## src/mfp_pkg.sv

```systemverilog
// Shared types and constants of the management frame receive parser.
// No dependencies; used by every module of the block.
`default_nettype none

package mfp_pkg;

	localparam int POS_W           = 12;
	localparam int MAX_FRAME_LEN_D = 2048;
	localparam int MAC_W           = 48;
	localparam int AID_W           = 14;
	localparam int MIN_HDR_LEN     = 24;
	localparam int FIXED_END       = 30;
	localparam int ELEM_START      = 24 + 12;
	localparam int POS_CLAMP       = 4095;
	localparam int TDATA_OUT_W     = 56;

	localparam logic [15:0] BI_DEFAULT  = 16'd100;
	localparam logic [15:0] AUTH_SEQ_OK = 16'd2;
	localparam logic [7:0]  EID_TIM     = 8'd5;
	localparam logic [7:0]  TIM_MIN_LEN = 8'd2;

	localparam logic [3:0] ST_BEACON     = 4'h8;
	localparam logic [3:0] ST_AUTH       = 4'hB;
	localparam logic [3:0] ST_ASSOC_RESP = 4'h1;

	typedef enum logic {
		OP_BYTE  = 1'b0,
		OP_CLEAR = 1'b1
	} opcode_t;

	typedef enum logic {
		CFG_OWN_MAC      = 1'b0,
		CFG_TARGET_BSSID = 1'b1
	} cfg_index_t;

	typedef enum logic [1:0] {
		KIND_NONE       = 2'd0,
		KIND_BEACON     = 2'd1,
		KIND_AUTH       = 2'd2,
		KIND_ASSOC_RESP = 2'd3
	} frame_kind_t;

	typedef struct packed {
		logic [POS_W-1:0] total;
		logic [3:0]       subtype;
		logic [2:0]       addr_match;
		logic [15:0]      fixed_a;
		logic [15:0]      fixed_b;
		logic [15:0]      bi_cand;
		logic             tim_ok;
		logic [7:0]       tim_count;
		logic [7:0]       tim_period;
	} frame_sum_t;

	typedef struct packed {
		frame_kind_t      kind;
		logic             auth_ok;
		logic             assoc_ok;
		logic [AID_W-1:0] station_aid;
		logic             beacon_seen;
		logic [7:0]       dtim_cnt;
		logic [7:0]       dtim_intv;
		logic [15:0]      beacon_interval;
	} result_t;

endpackage

`default_nettype wire

```

## src/wifi_mgmt_frame_rx_parser.sv

```systemverilog
// Top level of the 802.11 management frame receive parser: input register,
// configuration registers, result register. Depends on mfp_pkg, mfp_frame_track, mfp_session.
//
// The parser takes one frame byte per cycle on the s_ stream while s_tready is high and
// gives one status item on the m_ stream for every byte marked tlast; m_tvalid rises
// when that byte leaves the input register and is committed, which waits while the
// previous status item is unread; a clear item (tuser = 1) gives none. Every byte passes
// through one input register and is then folded into the frame state, so the sustained
// rate is one item per clock while no stall holds it. The input side stalls only when
// a final byte waits in the input register while the previous status item is still
// unread. Configuration writes are always taken and must be made while no frame is in flight.
`default_nettype none

module wifi_mgmt_frame_rx_parser #(
	parameter int MAX_FRAME_LEN = mfp_pkg::MAX_FRAME_LEN_D
) (
	input  wire logic                            clk,
	input  wire logic                            arst_n,
	input  wire logic                            s_tvalid,
	output logic                                 s_tready,
	input  wire logic [7:0]                      s_tdata,  // data_byte[7:0]
	input  wire logic                            s_tlast,  // last_byte
	input  wire logic                            s_tuser,  // opcode
	output logic                                 m_tvalid,
	input  wire logic                            m_tready,
	// frame_kind[1:0], auth_ok[2], assoc_ok[3], station_aid[17:4], beacon_seen[18],
	// dtim_cnt[26:19], dtim_intv[34:27], beacon_interval[50:35], zero[55:51]
	output logic [mfp_pkg::TDATA_OUT_W-1:0]      m_tdata,
	input  wire logic                            cfg_valid,
	output logic                                 cfg_ready,
	input  wire logic                            cfg_index,
	input  wire logic [mfp_pkg::MAC_W-1:0]       cfg_data
);

	logic                      valid_s1;
	mfp_pkg::opcode_t          op_s1;
	logic [7:0]                data_s1;
	logic                      last_s1;
	logic                      stall_s1;
	logic                      adv_s1;
	logic                      byte_en;
	logic                      clear_en;
	logic                      commit_en;
	logic [mfp_pkg::MAC_W-1:0] own_mac_q;
	logic [mfp_pkg::MAC_W-1:0] bssid_q;
	logic                      m_valid_q;
	mfp_pkg::result_t          result;
	mfp_pkg::result_t          res_q;
	mfp_pkg::frame_sum_t       sum;

	assign stall_s1  = valid_s1 && (op_s1 == mfp_pkg::OP_BYTE) && last_s1 && m_valid_q && !m_tready;
	assign adv_s1    = valid_s1 && !stall_s1;
	assign s_tready  = !stall_s1;
	assign byte_en   = adv_s1 && (op_s1 == mfp_pkg::OP_BYTE);
	assign clear_en  = adv_s1 && (op_s1 == mfp_pkg::OP_CLEAR);
	assign commit_en = byte_en && last_s1;
	assign cfg_ready = 1'b1;

	always_ff @(posedge clk or negedge arst_n) begin
		if (!arst_n) begin
			valid_s1 <= 1'b0;
		end else if (s_tready) begin
			valid_s1 <= s_tvalid;
		end
	end

	always_ff @(posedge clk) begin
		if (s_tvalid && s_tready) begin
			op_s1   <= mfp_pkg::opcode_t'(s_tuser);
			data_s1 <= s_tdata;
			last_s1 <= s_tlast;
		end
	end

	always_ff @(posedge clk or negedge arst_n) begin
		if (!arst_n) begin
			own_mac_q <= '0;
			bssid_q   <= '0;
		end else if (cfg_valid && cfg_ready) begin
			unique case (mfp_pkg::cfg_index_t'(cfg_index))
				mfp_pkg::CFG_OWN_MAC:      own_mac_q <= cfg_data;
				mfp_pkg::CFG_TARGET_BSSID: bssid_q   <= cfg_data;
				default: ;
			endcase
		end
	end

	mfp_frame_track #(
		.MAX_FRAME_LEN(MAX_FRAME_LEN)
	) u_track (
		.clk         (clk),
		.arst_n      (arst_n),
		.byte_en     (byte_en),
		.restart     (clear_en || commit_en),
		.data_byte   (data_s1),
		.own_mac     (own_mac_q),
		.target_bssid(bssid_q),
		.sum         (sum)
	);

	mfp_session u_session (
		.clk         (clk),
		.arst_n      (arst_n),
		.commit_en   (commit_en),
		.clear_en    (clear_en),
		.target_bssid(bssid_q),
		.sum         (sum),
		.result      (result)
	);

	always_ff @(posedge clk or negedge arst_n) begin
		if (!arst_n) begin
			m_valid_q <= 1'b0;
		end else if (commit_en) begin
			m_valid_q <= 1'b1;
		end else if (m_tready) begin
			m_valid_q <= 1'b0;
		end
	end

	always_ff @(posedge clk) begin
		if (commit_en)
			res_q <= result;
	end

	assign m_tvalid = m_valid_q;
	assign m_tdata  = {5'b0, res_q.beacon_interval, res_q.dtim_intv, res_q.dtim_cnt,
	                   res_q.beacon_seen, res_q.station_aid, res_q.assoc_ok, res_q.auth_ok,
	                   res_q.kind};

endmodule

`default_nettype wire

```

## src/mfp_frame_track.sv

```systemverilog
// Per-frame byte capture: position, subtype, address filter, fixed fields, element walk.
// Depends on mfp_pkg.
`default_nettype none

module mfp_frame_track #(
	parameter int MAX_FRAME_LEN = mfp_pkg::MAX_FRAME_LEN_D
) (
	input  wire logic                      clk,
	input  wire logic                      arst_n,
	input  wire logic                      byte_en,
	input  wire logic                      restart,
	input  wire logic [7:0]                data_byte,
	input  wire logic [mfp_pkg::MAC_W-1:0] own_mac,
	input  wire logic [mfp_pkg::MAC_W-1:0] target_bssid,
	output mfp_pkg::frame_sum_t            sum
);

	logic [mfp_pkg::POS_W-1:0] pos_q, pos_n;
	logic [3:0]                sub_q, sub_n;
	logic [2:0]                match_q, match_n;
	logic [31:0]               fixed_q, fixed_n;
	logic [15:0]               bi_q, bi_n;
	logic [mfp_pkg::POS_W-1:0] nes_q, nes_n;
	logic [7:0]                eid_q, eid_n;
	logic [7:0]                elen_q, elen_n;
	logic                      tim_q, tim_n;
	logic [7:0]                tcnt_q, tcnt_n;
	logic [7:0]                tper_q, tper_n;

	always_comb begin
		logic [mfp_pkg::POS_W-1:0] p;
		logic [mfp_pkg::POS_W:0]   p13;
		logic [mfp_pkg::POS_W:0]   nes13;
		logic [mfp_pkg::POS_W:0]   nx;
		logic [2:0]                aidx;
		logic [1:0]                fidx;
		logic [13:0]               tim_end;

		pos_n   = pos_q;
		sub_n   = sub_q;
		match_n = match_q;
		fixed_n = fixed_q;
		bi_n    = bi_q;
		nes_n   = nes_q;
		eid_n   = eid_q;
		elen_n  = elen_q;
		tim_n   = tim_q;
		tcnt_n  = tcnt_q;
		tper_n  = tper_q;
		p       = pos_q;
		p13     = {1'b0, pos_q};
		nes13   = {1'b0, nes_q};
		nx      = nes13 + 13'd2 + {5'b0, data_byte};
		aidx    = 3'(p - 12'd4);
		fidx    = 2'(p - 12'd26);

		if (byte_en && (pos_q < mfp_pkg::POS_W'(MAX_FRAME_LEN))) begin
			pos_n = pos_q + 12'd1;
			if (p == 12'd0) begin
				sub_n = sub_q | data_byte[7:4];
			end else if (p >= 12'd4 && p < 12'd10) begin
				if (data_byte != own_mac[{aidx, 3'b000} +: 8])
					match_n[0] = 1'b0;
			end else if (p >= 12'd10 && p < 12'd16) begin
				aidx = 3'(p - 12'd10);
				if (data_byte != target_bssid[{aidx, 3'b000} +: 8])
					match_n[1] = 1'b0;
			end else if (p >= 12'd16 && p < 12'd22) begin
				aidx = 3'(p - 12'd16);
				if (data_byte != target_bssid[{aidx, 3'b000} +: 8])
					match_n[2] = 1'b0;
			end else if (p >= 12'd26 && p < 12'd30) begin
				fixed_n[{fidx, 3'b000} +: 8] = fixed_q[{fidx, 3'b000} +: 8] | data_byte;
			end else if (p == 12'd32) begin
				bi_n[7:0] = bi_q[7:0] | data_byte;
			end else if (p == 12'd33) begin
				bi_n[15:8] = bi_q[15:8] | data_byte;
			end

			if (p >= mfp_pkg::POS_W'(mfp_pkg::ELEM_START)) begin
				if (tim_q) begin
					if (p13 == nes13 + 13'd2)
						tcnt_n = data_byte;
					else if (p13 == nes13 + 13'd3)
						tper_n = data_byte;
				end else if (p == nes_q) begin
					eid_n = data_byte;
				end else if (p13 == nes13 + 13'd1) begin
					elen_n = data_byte;
					if (eid_q == mfp_pkg::EID_TIM && data_byte >= mfp_pkg::TIM_MIN_LEN)
						tim_n = 1'b1;
					else if (nx > 13'(mfp_pkg::POS_CLAMP))
						nes_n = mfp_pkg::POS_W'(mfp_pkg::POS_CLAMP);
					else
						nes_n = nx[mfp_pkg::POS_W-1:0];
				end
			end
		end

		tim_end            = {2'b0, nes_n} + 14'd2 + {6'b0, elen_n};
		sum.total          = pos_n;
		sum.subtype        = sub_n;
		sum.addr_match     = match_n;
		sum.fixed_a        = fixed_n[15:0];
		sum.fixed_b        = fixed_n[31:16];
		sum.bi_cand        = bi_n;
		sum.tim_ok         = tim_n && ({2'b0, pos_n} >= tim_end);
		sum.tim_count      = tcnt_n;
		sum.tim_period     = tper_n;
	end

	always_ff @(posedge clk or negedge arst_n) begin
		if (!arst_n) begin
			pos_q   <= '0;
			sub_q   <= '0;
			match_q <= 3'b111;
			fixed_q <= '0;
			bi_q    <= '0;
			nes_q   <= mfp_pkg::POS_W'(mfp_pkg::ELEM_START);
			eid_q   <= '0;
			elen_q  <= '0;
			tim_q   <= 1'b0;
			tcnt_q  <= '0;
			tper_q  <= '0;
		end else if (restart) begin
			pos_q   <= '0;
			sub_q   <= '0;
			match_q <= 3'b111;
			fixed_q <= '0;
			bi_q    <= '0;
			nes_q   <= mfp_pkg::POS_W'(mfp_pkg::ELEM_START);
			eid_q   <= '0;
			elen_q  <= '0;
			tim_q   <= 1'b0;
			tcnt_q  <= '0;
			tper_q  <= '0;
		end else begin
			pos_q   <= pos_n;
			sub_q   <= sub_n;
			match_q <= match_n;
			fixed_q <= fixed_n;
			bi_q    <= bi_n;
			nes_q   <= nes_n;
			eid_q   <= eid_n;
			elen_q  <= elen_n;
			tim_q   <= tim_n;
			tcnt_q  <= tcnt_n;
			tper_q  <= tper_n;
		end
	end

endmodule

`default_nettype wire

```

## src/mfp_session.sv

```systemverilog
// Session state and end-of-frame commit: auth, association, beacon sync.
// Depends on mfp_pkg; fed by mfp_frame_track.
`default_nettype none

module mfp_session (
	input  wire logic                      clk,
	input  wire logic                      arst_n,
	input  wire logic                      commit_en,
	input  wire logic                      clear_en,
	input  wire logic [mfp_pkg::MAC_W-1:0] target_bssid,
	input  mfp_pkg::frame_sum_t            sum,
	output mfp_pkg::result_t               result
);

	logic                      auth_q, auth_n;
	logic                      assoc_q, assoc_n;
	logic [mfp_pkg::AID_W-1:0] aid_q, aid_n;
	logic                      seen_q, seen_n;
	logic [7:0]                cnt_q, cnt_n;
	logic [7:0]                per_q, per_n;
	logic [15:0]               bi_q, bi_n;
	mfp_pkg::frame_kind_t      kind;

	always_comb begin
		logic [mfp_pkg::AID_W-1:0] aid_raw;

		auth_n  = auth_q;
		assoc_n = assoc_q;
		aid_n   = aid_q;
		seen_n  = seen_q;
		cnt_n   = cnt_q;
		per_n   = per_q;
		bi_n    = bi_q;
		kind    = mfp_pkg::KIND_NONE;
		aid_raw = sum.fixed_b[mfp_pkg::AID_W-1:0];

		if (sum.total >= mfp_pkg::POS_W'(mfp_pkg::MIN_HDR_LEN) && target_bssid != '0) begin
			if (sum.subtype == mfp_pkg::ST_BEACON) begin
				if (sum.addr_match[2]) begin
					kind = mfp_pkg::KIND_BEACON;
					if (sum.total >= mfp_pkg::POS_W'(mfp_pkg::ELEM_START)) begin
						bi_n = (sum.bi_cand != '0) ? sum.bi_cand : mfp_pkg::BI_DEFAULT;
						if (sum.tim_ok) begin
							cnt_n  = sum.tim_count;
							seen_n = 1'b1;
							if (sum.tim_period != '0)
								per_n = sum.tim_period;
						end
					end
				end
			end else if (sum.addr_match[0] && (sum.addr_match[1] || sum.addr_match[2])) begin
				if (sum.subtype == mfp_pkg::ST_AUTH) begin
					kind = mfp_pkg::KIND_AUTH;
					if (sum.total >= mfp_pkg::POS_W'(mfp_pkg::FIXED_END) &&
					    sum.fixed_a == mfp_pkg::AUTH_SEQ_OK && sum.fixed_b == '0)
						auth_n = 1'b1;
				end else if (sum.subtype == mfp_pkg::ST_ASSOC_RESP) begin
					kind = mfp_pkg::KIND_ASSOC_RESP;
					if (sum.total >= mfp_pkg::POS_W'(mfp_pkg::FIXED_END) && sum.fixed_a == '0) begin
						aid_n   = (aid_raw == '0) ? mfp_pkg::AID_W'(1) : aid_raw;
						assoc_n = 1'b1;
					end
				end
			end
		end

		result.kind            = kind;
		result.auth_ok         = auth_n;
		result.assoc_ok        = assoc_n;
		result.station_aid     = aid_n;
		result.beacon_seen     = seen_n;
		result.dtim_cnt        = cnt_n;
		result.dtim_intv       = per_n;
		result.beacon_interval = bi_n;
	end

	always_ff @(posedge clk or negedge arst_n) begin
		if (!arst_n) begin
			auth_q  <= 1'b0;
			assoc_q <= 1'b0;
			aid_q   <= '0;
			seen_q  <= 1'b0;
			cnt_q   <= '0;
			per_q   <= '0;
			bi_q    <= mfp_pkg::BI_DEFAULT;
		end else if (clear_en) begin
			auth_q  <= 1'b0;
			assoc_q <= 1'b0;
			aid_q   <= '0;
			seen_q  <= 1'b0;
			cnt_q   <= '0;
			per_q   <= '0;
		end else if (commit_en) begin
			auth_q  <= auth_n;
			assoc_q <= assoc_n;
			aid_q   <= aid_n;
			seen_q  <= seen_n;
			cnt_q   <= cnt_n;
			per_q   <= per_n;
			bi_q    <= bi_n;
		end
	end

endmodule

`default_nettype wire

```

## config.mk

```make
export PLATFORM = sky130hd
export DESIGN_NAME = wifi_mgmt_frame_rx_parser
export DESIGN_NICKNAME = d
export VERILOG_FILES = /design/src/mfp_pkg.sv /design/src/wifi_mgmt_frame_rx_parser.sv /design/src/mfp_frame_track.sv /design/src/mfp_session.sv
export SDC_FILE = /design/constraint.sdc
export NUM_CORES = 1
export LEC_CHECK = 0
export ABC_AREA = 0
export BUFFER_PORTS_ARGS = -buffer_cell sky130_fd_sc_hd__buf_4
export CORE_ASPECT_RATIO = 0.7
export CORE_MARGIN = 3
export CORE_UTILIZATION = 40
export CTS_CLUSTER_DIAMETER = 200
export DETAILED_ROUTE_END_ITERATION = 7
export PLACE_DENSITY_LB_ADDON = 0.2
export SLEW_MARGIN = 20
export SYNTH_ARGS = -nofsm -noshare
export SYNTH_HDL_FRONTEND = slang
export SYNTH_SLANG_ARGS = --single-unit
export TNS_END_PERCENT = 20
```

## constraint.sdc

```tcl
create_clock -name clk -period 22.1 [get_ports clk]
set_input_delay 3.315 -clock clk [delete_from_list [all_inputs] [get_ports clk]]
set_output_delay 3.315 -clock clk [all_outputs]
set_load 0.03 [all_outputs]
```

**Word level (Yosys, flattened, before mapping)**

Cells that the tools add are included.

- Bits of input ports: 64
- Bits in registers: 320
- Logic and storage cells: 259
- Output and inout port bits: 59

- Reduce and logical (&&, ||, !) cells: 41
- Shift operators: 6
- Bitwise logic cells: 7
- Magnitude comparators: 16
- Eq/ne operators: 15
- Add/subtract/negate cells: 12
- Multiplexer cells: 129

Operators by type and width:

| kind | number |
|---|---|
| $mux 8 | 40 |
| $mux 32 | 7 |
| $mux 16 | 12 |
| $shiftx 48x7->8 | 3 |
| $mux 14 | 9 |
| $mux 12 | 10 |
| $ge 12x5->1 const B | 4 |
| $reduce_bool 48->1 | 1 |
| $add 12x2->13 const B | 3 |
| $eq 12x13->1 | 3 |
| $mux 1 | 39 |
| $lt 12x5->1 const B | 3 |
| $bwmux 32 | 1 |
| $logic_not 16->1 | 2 |
| $shift 8x7->32 const A | 1 |
| $shiftx 32x6->8 | 1 |
| $shiftx 8x7->32 | 1 |
| $eq 12x6->1 const B | 2 |
| $ge 12x6->1 const B | 2 |
| $ne 8x8->1 | 3 |
| $or 8x8->8 | 3 |
| $logic_and 1x1->1 | 21 |
| $eq 16x2->1 const B | 1 |
| $reduce_bool 16->1 | 1 |
| other kinds (34) | 53 |

**Depth between registers and ports, before layout**

Gate-level depths: netlist (run 1).

- Depth after elaboration: 21
- Mapped depth: 35
- Mapped depth without buffers: 30

**Cells and area by module**

From an unflattened synthesis (run 1), not the netlist that was laid out.

- Cells, all modules: 1,565
- Area, all modules: 17,864.6 um2

By module, submodules not included:

| module | instances | cells an instance | seq. area each (um2) | area an instance (um2) |
|---|---|---|---|---|
| mfp_frame_track | 1 | 945 | 2,808.9 | 9,135.0 |
| wifi_mgmt_frame_rx_parser | 1 | 289 | 4,284.1 | 5,590.4 |
| mfp_session | 1 | 331 | 1,229.9 | 3,139.3 |

**Worst setup path after synthesis (run 1)**

OpenSTA, ideal clock, no wires.

- Path type: input to register
- Start point: input port m_tready
- End point: register u_session.per_q[2]
- Data required time: 22.017 ns
- Buffers on the path: 3
- Cell stages on the path: 29
- Library setup time: 0.083 ns
- Arrival: 8.833 ns
- Slack: 13.184 ns
- Cell sequence: nand3b_1 > nand2_1 > a211oi_1 > nand3_1 > nor4_4 > buf_6 > clkbuf_1 > o21ai_0 > inv_1 > ha_1 > a21boi_0 > xnor2_1 > a21oi_1 > ha_1 > inv_1 > o21ai_0 > a21oi_1 > nor2b_1 > o21ai_0 > xor2_1 > ha_1 > nand4_1 > o21ai_0 > a31oi_1 > or4b_4 > o21bai_4 > buf_6 > or4_1 > o21ai_0

- Word-level cells in the longest chain between the ends: 18
- Elaborated cells on any way between the ends: 33
- Those cells by class: add/sub (2); order compare (3); eq/ne (1); mux (15); reduce/logical (12)

RTL lines:

| what | RTL line | RTL |
|---|---|---|
| from (decl) | wifi_mgmt_frame_rx_parser.sv:25 | `input wire logic m_tready,` |
| $logic_not 1->1 (*) | wifi_mgmt_frame_rx_parser.sv:51 | `assign stall_s1 = valid_s1 && (op_s1 == mfp_pkg::OP_BYTE) && last_s1 && m_valid_q && !m_tready;` |
| $logic_and 1x1->1 (*) | wifi_mgmt_frame_rx_parser.sv:51 |  |
| $logic_not 1->1 (*) | wifi_mgmt_frame_rx_parser.sv:52 | `assign adv_s1 = valid_s1 && !stall_s1;` |
| $logic_and 1x1->1 (*) | wifi_mgmt_frame_rx_parser.sv:52 |  |
| $logic_and 1x1->1 | wifi_mgmt_frame_rx_parser.sv:54 | `assign byte_en = adv_s1 && (op_s1 == mfp_pkg::OP_BYTE);` |
| $logic_and 1x1->1 | mfp_frame_track.sv:57 | `if (byte_en && (pos_q < mfp_pkg::POS_W'(MAX_FRAME_LEN))) begin` |
| $mux 12 | mfp_frame_track.sv:57 |  |
| $add 12x2->13 | mfp_frame_track.sv:100 | `tim_end = {2'b0, nes_n} + 14'd2 + {6'b0, elen_n};` |
| [... 2 more ...] | -- |  |
| $logic_and 1x1->1 | mfp_frame_track.sv:107 | `sum.tim_ok = tim_n && ({2'b0, pos_n} >= tim_end);` |
| $mux 8 | mfp_session.sv:43 | `if (sum.tim_ok) begin` |
| $mux 8 | mfp_session.sv:41 | `if (sum.total >= mfp_pkg::POS_W'(mfp_pkg::ELEM_START)) begin` |
| $mux 8 | mfp_session.sv:39 | `if (sum.addr_match[2]) begin` |
| $mux 8 | mfp_session.sv:38 | `if (sum.subtype == mfp_pkg::ST_BEACON) begin` |
| $mux 8 | mfp_session.sv:37 | `if (sum.total >= mfp_pkg::POS_W'(mfp_pkg::MIN_HDR_LEN) && target_bssid != '0) begin` |
| $mux 8 | mfp_session.sv:93 | `end else if (commit_en) begin` |
| $mux 8 | mfp_session.sv:86 | `end else if (clear_en) begin` |
| to (signal assigned) | mfp_session.sv:99 | `per_q <= per_n;` |
| to (decl) | mfp_session.sv:20 | `logic [7:0] per_q, per_n;` |

Every way passes the cells marked *; elsewhere a longest branch is shown, timed or not. The select of a mux whose other input is x is not followed.
A chain may end at the register's enable or synchronous reset.

**Worst setup path after layout (run 1)**

- Start point: input port m_tready
- End point: register u_session.per_q[3]

The elaborated chain is that of the path after synthesis.

==> summary.md, run 1 <==
| Metric | Value |
|---|---|
| Outcome | `finished, final reports clean` |
| First-pass GRT wire length | `approximately 80 mm` |
| Internal power | `0.001079 W` |
| Routed vias/inst | `5.728` |
| Ys async rst share | `80.94%` |
| Adder-cell area share of the yosys netlist | `3.223%` |
| Final ANT Viol Nets | `0` |
| Reg2reg end | `u_session.per_q[3]$_DFFE_PN0N_` |
| Vias in the first global route | `13,460` |
| Final Net Count | `~1,900` |
| Slew margin rel. | `29.77%` |
| Seq cells post-synth | `320` |
| Post-CTS setup buffer count | `0` |
| Final max-slew violation count | `0` |
| Detailed placement HPWL | `about 36 mm` |
| CTS tree | `built` |
| Resize count post-CTS | `0` |
| Post-Synth XOR/XNOR Area | `~4.6%` |
| Number of synthesized flops with an enable pin | `61` |
| Yosys top cell area share | `35.02%` |
| Reg clk slew, reported paths | `0.06 ns` |
| WL/cell | `21.88 um` |
| Htree depth | `2` |
| RSZ-0062 raised after global routing | `false` |
| Drt pass-1 iters | `7` |
| Initial Util | `40.79%` |
| Setup TNS Final | `0 ns` |
| Fmax | `between 100 and 150 MHz` |
| Netlist cell types | `87` |
| Die width | `259.1 um` |
| R2R setup slack | `13.70 ns` |
| Routed wire length | `52.09 mm` |
| Clk network pwr share | `40.7%` |
| Worst setup SP type | `input port` |
| Root buffer cell | `clkbuf_16` |
| Skew final | `0.02055 ns` |
| Worst EP required | `22.45 ns` |
| Num ports | `123` |
| P_leak | `8.894 nW` |
| Mapped Cells | `1,687` |
| CP arrival | `9.63 ns` |
| Area Overhead vs Synth | `14.24%` |
| Post-CTS Hold Buffers | `0` |
| Rows | `64` |
| Initial antenna violation count | `0` |
| Post-Syn Area | `17,930 sq um` |
| Gp weighted congestion | `0.9319` |
| Worst Min Path Start | `u_session.bi_q[9]$_DFFE_PN0P_` |
| Final Hold Viols | `0` |
| Sequential area share after synthesis | `46.41%` |
| Vias | `13,640` |
| Predominant post-synthesis flop cell | `dfrtp_1` |
| Synth Area per Inst | `around 11 sq um` |
| GRT overflow | `0` |
| Synth area leader | `dfrtp_1` |
| Die H | `~180 um` |
| Compound-Gate Fraction of Synth Area | `around 11%` |
| Fin Hold WS | `0.4670 ns` |
| Switching power | `0.0003996 W` |
| Worst flop-to-flop path startpoint | `u_track.nes_q[2]$_DFF_PN1_` |
| Share of layout cells above drive strength 1 | `23.17%` |
| Crit. End Element | `flip-flop` |
| Synth warnings | `0` |
| Die area | `approximately 47,000 sq um` |
| Sequential Power Share | `45.0%` |
| Power, Total | `0.001478 W` |
| Mux contribution to synthesized area | `15.34%` |
| Hold Path Depth | `2` |
| Num CTS Buffers | `36` |
| DR iter-0 viols | `1,301` |
| Final setup viols | `0` |
| Clk buf depth | `3` |
| Overall routing resource usage | `22.04%` |
| R2r worst-path depth | `26` |
| Hold Path Class | `flip-flop to flip-flop` |
| IR drop worst, VDD | `0.04535 mV` |
| Synth area leaders | `dfrtp_1 (35%), edfxtp_1 (10%), mux2_2 (9.0%), mux4_2 (3.9%), nand2_1 (3.1%)` |
| Hold EP | `u_session.bi_q[9]$_DFFE_PN0P_` |
| Pin count of the biggest net entering global routing | `83` |
| Combinational share of power | `14.3%` |
| Final worst path period need | `9.273 ns` |
| Kind of critical path | `input port to flip-flop` |
| Simple-gate area share of the yosys netlist | `16.14%` |
| Clk sinks | `320` |
| Commonest non-fill, non-tap cell in the layout | `dfrtp_1` |
| Largest family of logic cells by synthesized area | `simple AND/OR/NAND/NOR gates` |
| Worst Max-Slew Pin Slew | `1.044 ns` |
| Sw Share | `27.03%` |
| Post-route DRC | `0` |
| Most frequent cells in the layout | `dfrtp_1 (249), nand2_1 (147), mux2_2 (144)` |
| Max_cap viols | `0` |
| Fin crit share | `41.96%` |
| Ant diodes | `0` |
| Power per Cell Area | `72.16 nW/um^2` |
| Core footprint | `43,960 sq um` |
| Clk_lat worst skew | `between 0.5 and 0.6 ns` |
| IO Port Bufs | `116` |
| CP max FO | `34` |
==> through the flow <==
stage,util [%],setup slack [ns],area [sq um],instances
finish,46.60,12.83,20490,2381
CTS,46.60,12.83,20490,2381
global placement,43.90,12.55,19300,2315
floorplan,-,13.18,17950,1691
detailed placement,43.90,12.30,19300,2315
global route,46.60,12.01,20490,2381
==> sequential cells by signal (all words and copies together), names as in the netlist, 12 cells and up <==
register         count
bssid_q             48
m_tdata             51
own_mac_q           48
u_session.aid_q     14
u_session.bi_q      16
u_track.bi_q        16
u_track.fixed_q     32
u_track.nes_q       12
u_track.pos_q       12
==> cells in the mapped netlist (all sizes together) (5+ instances only) <==
master and count:
nor2b 11, dfstp 8, or3 10, or4 13, and2 37, nand4 24
a211oi 9, ha 43, a22oi 26, clkbuf 72, nor4 32, o22a 7
dfrtp 251, xor2 43, buf 40, a31oi 5, nand2 150, nor2 140
a21boi 5, a21o 34, o21ai 70, o31ai 20, a22o 5, nand2b 18
edfxtp 61, nand3 40, and3 12, mux4 31, nor3b 8, and4b 5
nor3 52, a21oi 70, mux2 144, o31a 6, o211ai 5, inv 28
or2 5, mux2i 43, xnor2 48
==> kinds of logic (layout without fill, tap and decap cells) <==
kind of cell               Yosys count  count (layout)
other                                2               6
and+or+nand+nor                    574             574
xor gates and xnor gates            92              92
DFF                                320             320
muxes                              218             218
AOI/OAI and AO/OA                  295             295
buffers and inverters              141             237
adders and majority gates           45              45
==> layout make-up <==
class | instances | area [sq um]
clock inverter | 17 | 163.9
sequential | 320 | 8328
inverter | 29 | 108.9
multi-input combinational | 1230 | 9047
clock buffer | 49 | 1022
fill | 4061 | 23480
tap | 594 | 743.2
timing repair buffer | 142 | 1074
==> worst max path at each step <==
| stage | startpoint | endpoint | slack [ns] | cells after the start |
|---|---|---|---|---|
| 2_1_floorplan | m_tready | u_session.per_q[2]$_DFFE_PN0N_ | 13.18 | 29 |
| 3_5_place_dp | m_tready | u_session.per_q[7]$_DFFE_PN0N_ | 12.30 | 27 |
| 6_report | m_tready | u_session.per_q[3]$_DFFE_PN0N_ | 12.83 | 27 |
| 3_3_place_gp | m_tready | u_session.per_q[4]$_DFFE_PN0N_ | 12.55 | 27 |
| 5_1_grt | m_tready | u_session.per_q[5]$_DFFE_PN0N_ | 12.01 | 27 |
| 4_1_cts | m_tready | u_session.per_q[7]$_DFFE_PN0N_ | 12.83 | 27 |
==> critical path: stages <==
cell      delay, ns
buf_4          0.08
nand3b_1       0.15
nand2_1        0.18
a211oi_1       0.35
nand3_1        0.18
nor4_4         0.16
buf_4          0.39
o21ai_0        0.24
inv_1          0.16
ha_1           0.23
a21boi_0       0.38
xnor2_1        0.17
a21oi_1        0.09
ha_1           0.30
inv_1          0.09
o21ai_0        0.09
a21oi_1        0.24
nor2b_1        0.07
o21ai_0        0.29
xor2_1         0.12
ha_1           0.30
nand4_1        0.08
o21ai_0        0.20
a31oi_1        0.11
or4b_4         0.54
nor4_1         0.89
o21ai_0        0.21
==> metal layers <==
layer / GRT usage, % / share of wire (%) / routed length (um)
met1: 33.80 / 48 / 25240
met2: 32.26 / 43 / 22310
met3: 4.099 / 6.8 / 3528
met4: 4.911 / 1.9 / 1009
met5: 0 / 0 / 0
==> power by group through the flow <==
| stage | clock [W] | sequential, W | combinational [W] |
|---|---|---|---|
| after floorplan | 0 | 0.000662 | 0.000145 |
| after global placement | 0 | 0.000674 | 0.000208 |
| after detailed placement | 0 | 0.000675 | 0.000211 |
| after CTS | 0.000614 | 0.000664 | 0.000212 |
| after global routing | 0.000642 | 0.000669 | 0.000230 |
| final | 0.000601 | 0.000666 | 0.000212 |
Note: power is estimated with default switching activity, not from simulation.
==> run 2: changes to the inputs <==
- clock period: 22.1 -> 9.6 ns (I/O delays scaled with it)
==> summary.md, run 2 (synthesized netlist as in run 1, its figures left out) <==
| Metric | Value |
|---|---|
| CP arrival | `8.78 ns (-0.85 ns)` |
| Clk sinks | `320 (unchanged)` |
| Clk network pwr share | `41.4% (+0.7 points)` |
| IR drop worst, VDD | `0.1029 mV (+130%)` |
| R2r worst-path depth | `27 (+3.8%)` |
| Routed vias/inst | `5.750 (+0.38%)` |
| Post-CTS Hold Buffers | `0 (unchanged)` |
| IO Port Bufs | `116 (unchanged)` |
| Worst path max stage delay | `0.75 ns (-0.14 ns)` |
| Num ports | `123 (unchanged)` |
| Worst setup SP type | `flip-flop` |
| Clk_lat worst skew | `0.54 ns (about the same)` |
| Reg clk slew, reported paths | `0.06 ns (about the same)` |
| Hold Path Depth | `2 (unchanged)` |
| Final worst path period need | `8.338 ns` |
| GRT overflow | `0 (unchanged)` |
| Die width | `259.1 um (unchanged)` |
| Pin count of the biggest net entering global routing | `84 (+1.2%)` |
| Post-CTS setup buffer count | `0 (unchanged)` |
| Post-route DRC | `0 (unchanged)` |
| CTS tree | `built` |
| Final setup viols | `0 (unchanged)` |
| Overall routing resource usage | `22.27% (+0.23 points)` |
| Share of layout cells above drive strength 1 | `23.12% (-0.043 points)` |
| RSZ-0062 raised after global routing | `false` |
| Clk buf depth | `3 (unchanged)` |
| Die H | `183.2 um (unchanged)` |
| DR iter-0 viols | `1,254 (-3.6%)` |
| Switching power | `0.0009303 W (+130%)` |
| First-pass GRT wire length | `81.77 mm (about the same)` |
| Crit path max-delay cell type | `dfstp_2` |
| Resize count post-CTS | `0 (unchanged)` |
| Core footprint | `43,960 sq um (unchanged)` |
| Slew margin rel. | `31.48% (+1.7 points)` |
| Power per Cell Area | `168.5 nW/um^2 (+130%)` |
| Detailed placement HPWL | `37.06 mm (+3.0%)` |
| Hold Path Class | `flip-flop to flip-flop` |
| Vias | `13,690 (+0.34%)` |
| Initial antenna violation count | `0 (unchanged)` |
| Die area | `47,450 sq um (unchanged)` |
| Ant diodes | `0 (unchanged)` |
| Crit. End Element | `flip-flop` |
| Final Net Count | `1,867 (-0.054%)` |
| Outcome | `finished, final reports clean` |
| Combinational share of power | `14.1% (-0.2 points)` |
| Area Overhead vs Synth | `14.48%` |
| Gp weighted congestion | `0.9034 (-3.1%)` |
| Vias in the first global route | `13,220 (-1.8%)` |
| Sw Share | `26.90% (-0.14 points)` |
| Htree depth | `2 (unchanged)` |
| WL/cell | `22.23 um (+1.6%)` |
| Final max-slew violation count | `0 (unchanged)` |
| Worst EP required | `10.04 ns (-12.41 ns)` |
| Kind of critical path | `flip-flop to flip-flop` |
| Routed wire length | `52.92 mm (+1.6%)` |
| Internal power | `0.002529 W (+130%)` |
| Sequential Power Share | `44.4% (-0.6 points)` |
| Final ANT Viol Nets | `0 (unchanged)` |
| Fin crit share | `86.85%` |
| Setup TNS Final | `0 ns (unchanged)` |
| CP max FO | `41 (+21%)` |
| Num CTS Buffers | `36 (unchanged)` |
| Largest register FFs | `51 (unchanged)` |
| Skew final | `0.01026 ns (-0.01029 ns)` |
| Final Hold Viols | `0 (unchanged)` |
| Initial Util | `40.79% (unchanged)` |
| Setup WS post-layout | `1.262 ns (-11.57 ns)` |
| Worst Max-Slew Pin Slew | `1.028 ns (-0.01596 ns)` |
| Most frequent cells in the layout | `dfrtp_1 (249), nand2_1 (147), mux2_2 (144)` |
| Fmax | `119.9 MHz` |
| P_leak | `8.911 nW (+0.19%)` |
| Root buffer cell | `clkbuf_16` |
| Drt pass-1 iters | `5 (-2)` |
| Dpl ws | `1.363 ns (-10.94 ns)` |
| Rows | `64 (unchanged)` |
| Commonest non-fill, non-tap cell in the layout | `dfrtp_1` |
| Max_cap viols | `0 (unchanged)` |
-- run 2: cell types whose count changed in the layout (fill, tap and decap cells not counted) --
cell	before	now
clkbuf_1	8	9
inv_16	0	1
clkbuf_8	3	2
clkinvlp_4	2	0
clkbuf_16	38	36
nor4_4	1	2
bufinv_16	2	5
inv_6	0	2
clkinv_4	4	2
nor4_1	29	28
buf_4	141	140
-- run 2: worst paths after layout --
| path | startpoint | end | slack, ns |
|---|---|---|---|
| setup / recovery | u_track.nes_q[2]$_DFF_PN1_ | u_session.cnt_q[5]$_DFFE_PN0N_ | 1.26 |
| min in group asynchronous | arst_n | own_mac_q[26]$_DFFE_PN0P_ | 0.87 |
| hold reg to reg | u_session.bi_q[7]$_DFFE_PN0P_ | u_session.bi_q[7]$_DFFE_PN0P_ | 0.47 |
| setup reg to reg | u_track.nes_q[2]$_DFF_PN1_ | u_session.cnt_q[5]$_DFFE_PN0N_ | 1.26 |
| hold / removal | u_session.bi_q[7]$_DFFE_PN0P_ | u_session.bi_q[7]$_DFFE_PN0P_ | 0.47 |
| max in group asynchronous | arst_n | u_session.per_q[4]$_DFFE_PN0N_ | 6.83 |
-- run 2: cell type report --
type	instances	area, sq um
fillers	4077	23430
multi-input cells	1230	9062
flip-flops and latches	320	8328
repair buffers	141	1066
clock buffers	47	962.2
well taps	594	743.2
clock inverters	19	259.0
inverters	29	108.9
-- run 2: power groups by stage --
stage | registers, W | clock network, W | logic [W]
3_3_place_gp | 0.00156 | 0 | 0.000477
2_1_floorplan | 0.00152 | 0 | 0.000335
5_1_grt | 0.00154 | 0.00153 | 0.000528
6_report | 0.00154 | 0.00143 | 0.000489
3_5_place_dp | 0.00156 | 0 | 0.000484
4_1_cts | 0.00153 | 0.00147 | 0.000487
-- run 2: routing by layer --
layer,vias to the layer above,share of wire (%),track usage (%)
met4,0,1.5,4.415
met5,-,0,0
li1,6266,-,-
met3,58,6.5,3.782
met1,6947,49,34.86
met2,414,43,32.30
-- run 2: stage by stage --
step / power, W / cell area, sq um / hold WS (ns) / std cells / utilization [%]
2_1_floorplan: 0.001858 / 17950 / 0.4383 / 1691 / -
3_3_place_gp: 0.002033 / 19300 / 0.4526 / 2314 / 43.91
3_5_place_dp: 0.002041 / 19300 / 0.4584 / 2314 / 43.91
4_1_cts: 0.003495 / 20520 / 0.4734 / 2380 / 46.68
5_1_grt: 0.003606 / 20530 / 0.5016 / 2380 / 46.70
6_report: 0.003459 / 20530 / 0.4675 / 2380 / 46.70
-- run 2: worst max-delay path, delay by kind of cell, from the launching register on --
family,cells,cell delay (ns)
AO/OA/AOI/OAI,10,2.19
multiplexers,1,0.32
AND/OR/NAND/NOR,8,3.10
adder cells (fa/ha/maj),4,1.32
buffers and inverters,2,0.26
XOR/XNOR,2,0.29
flip-flops,1,0.75
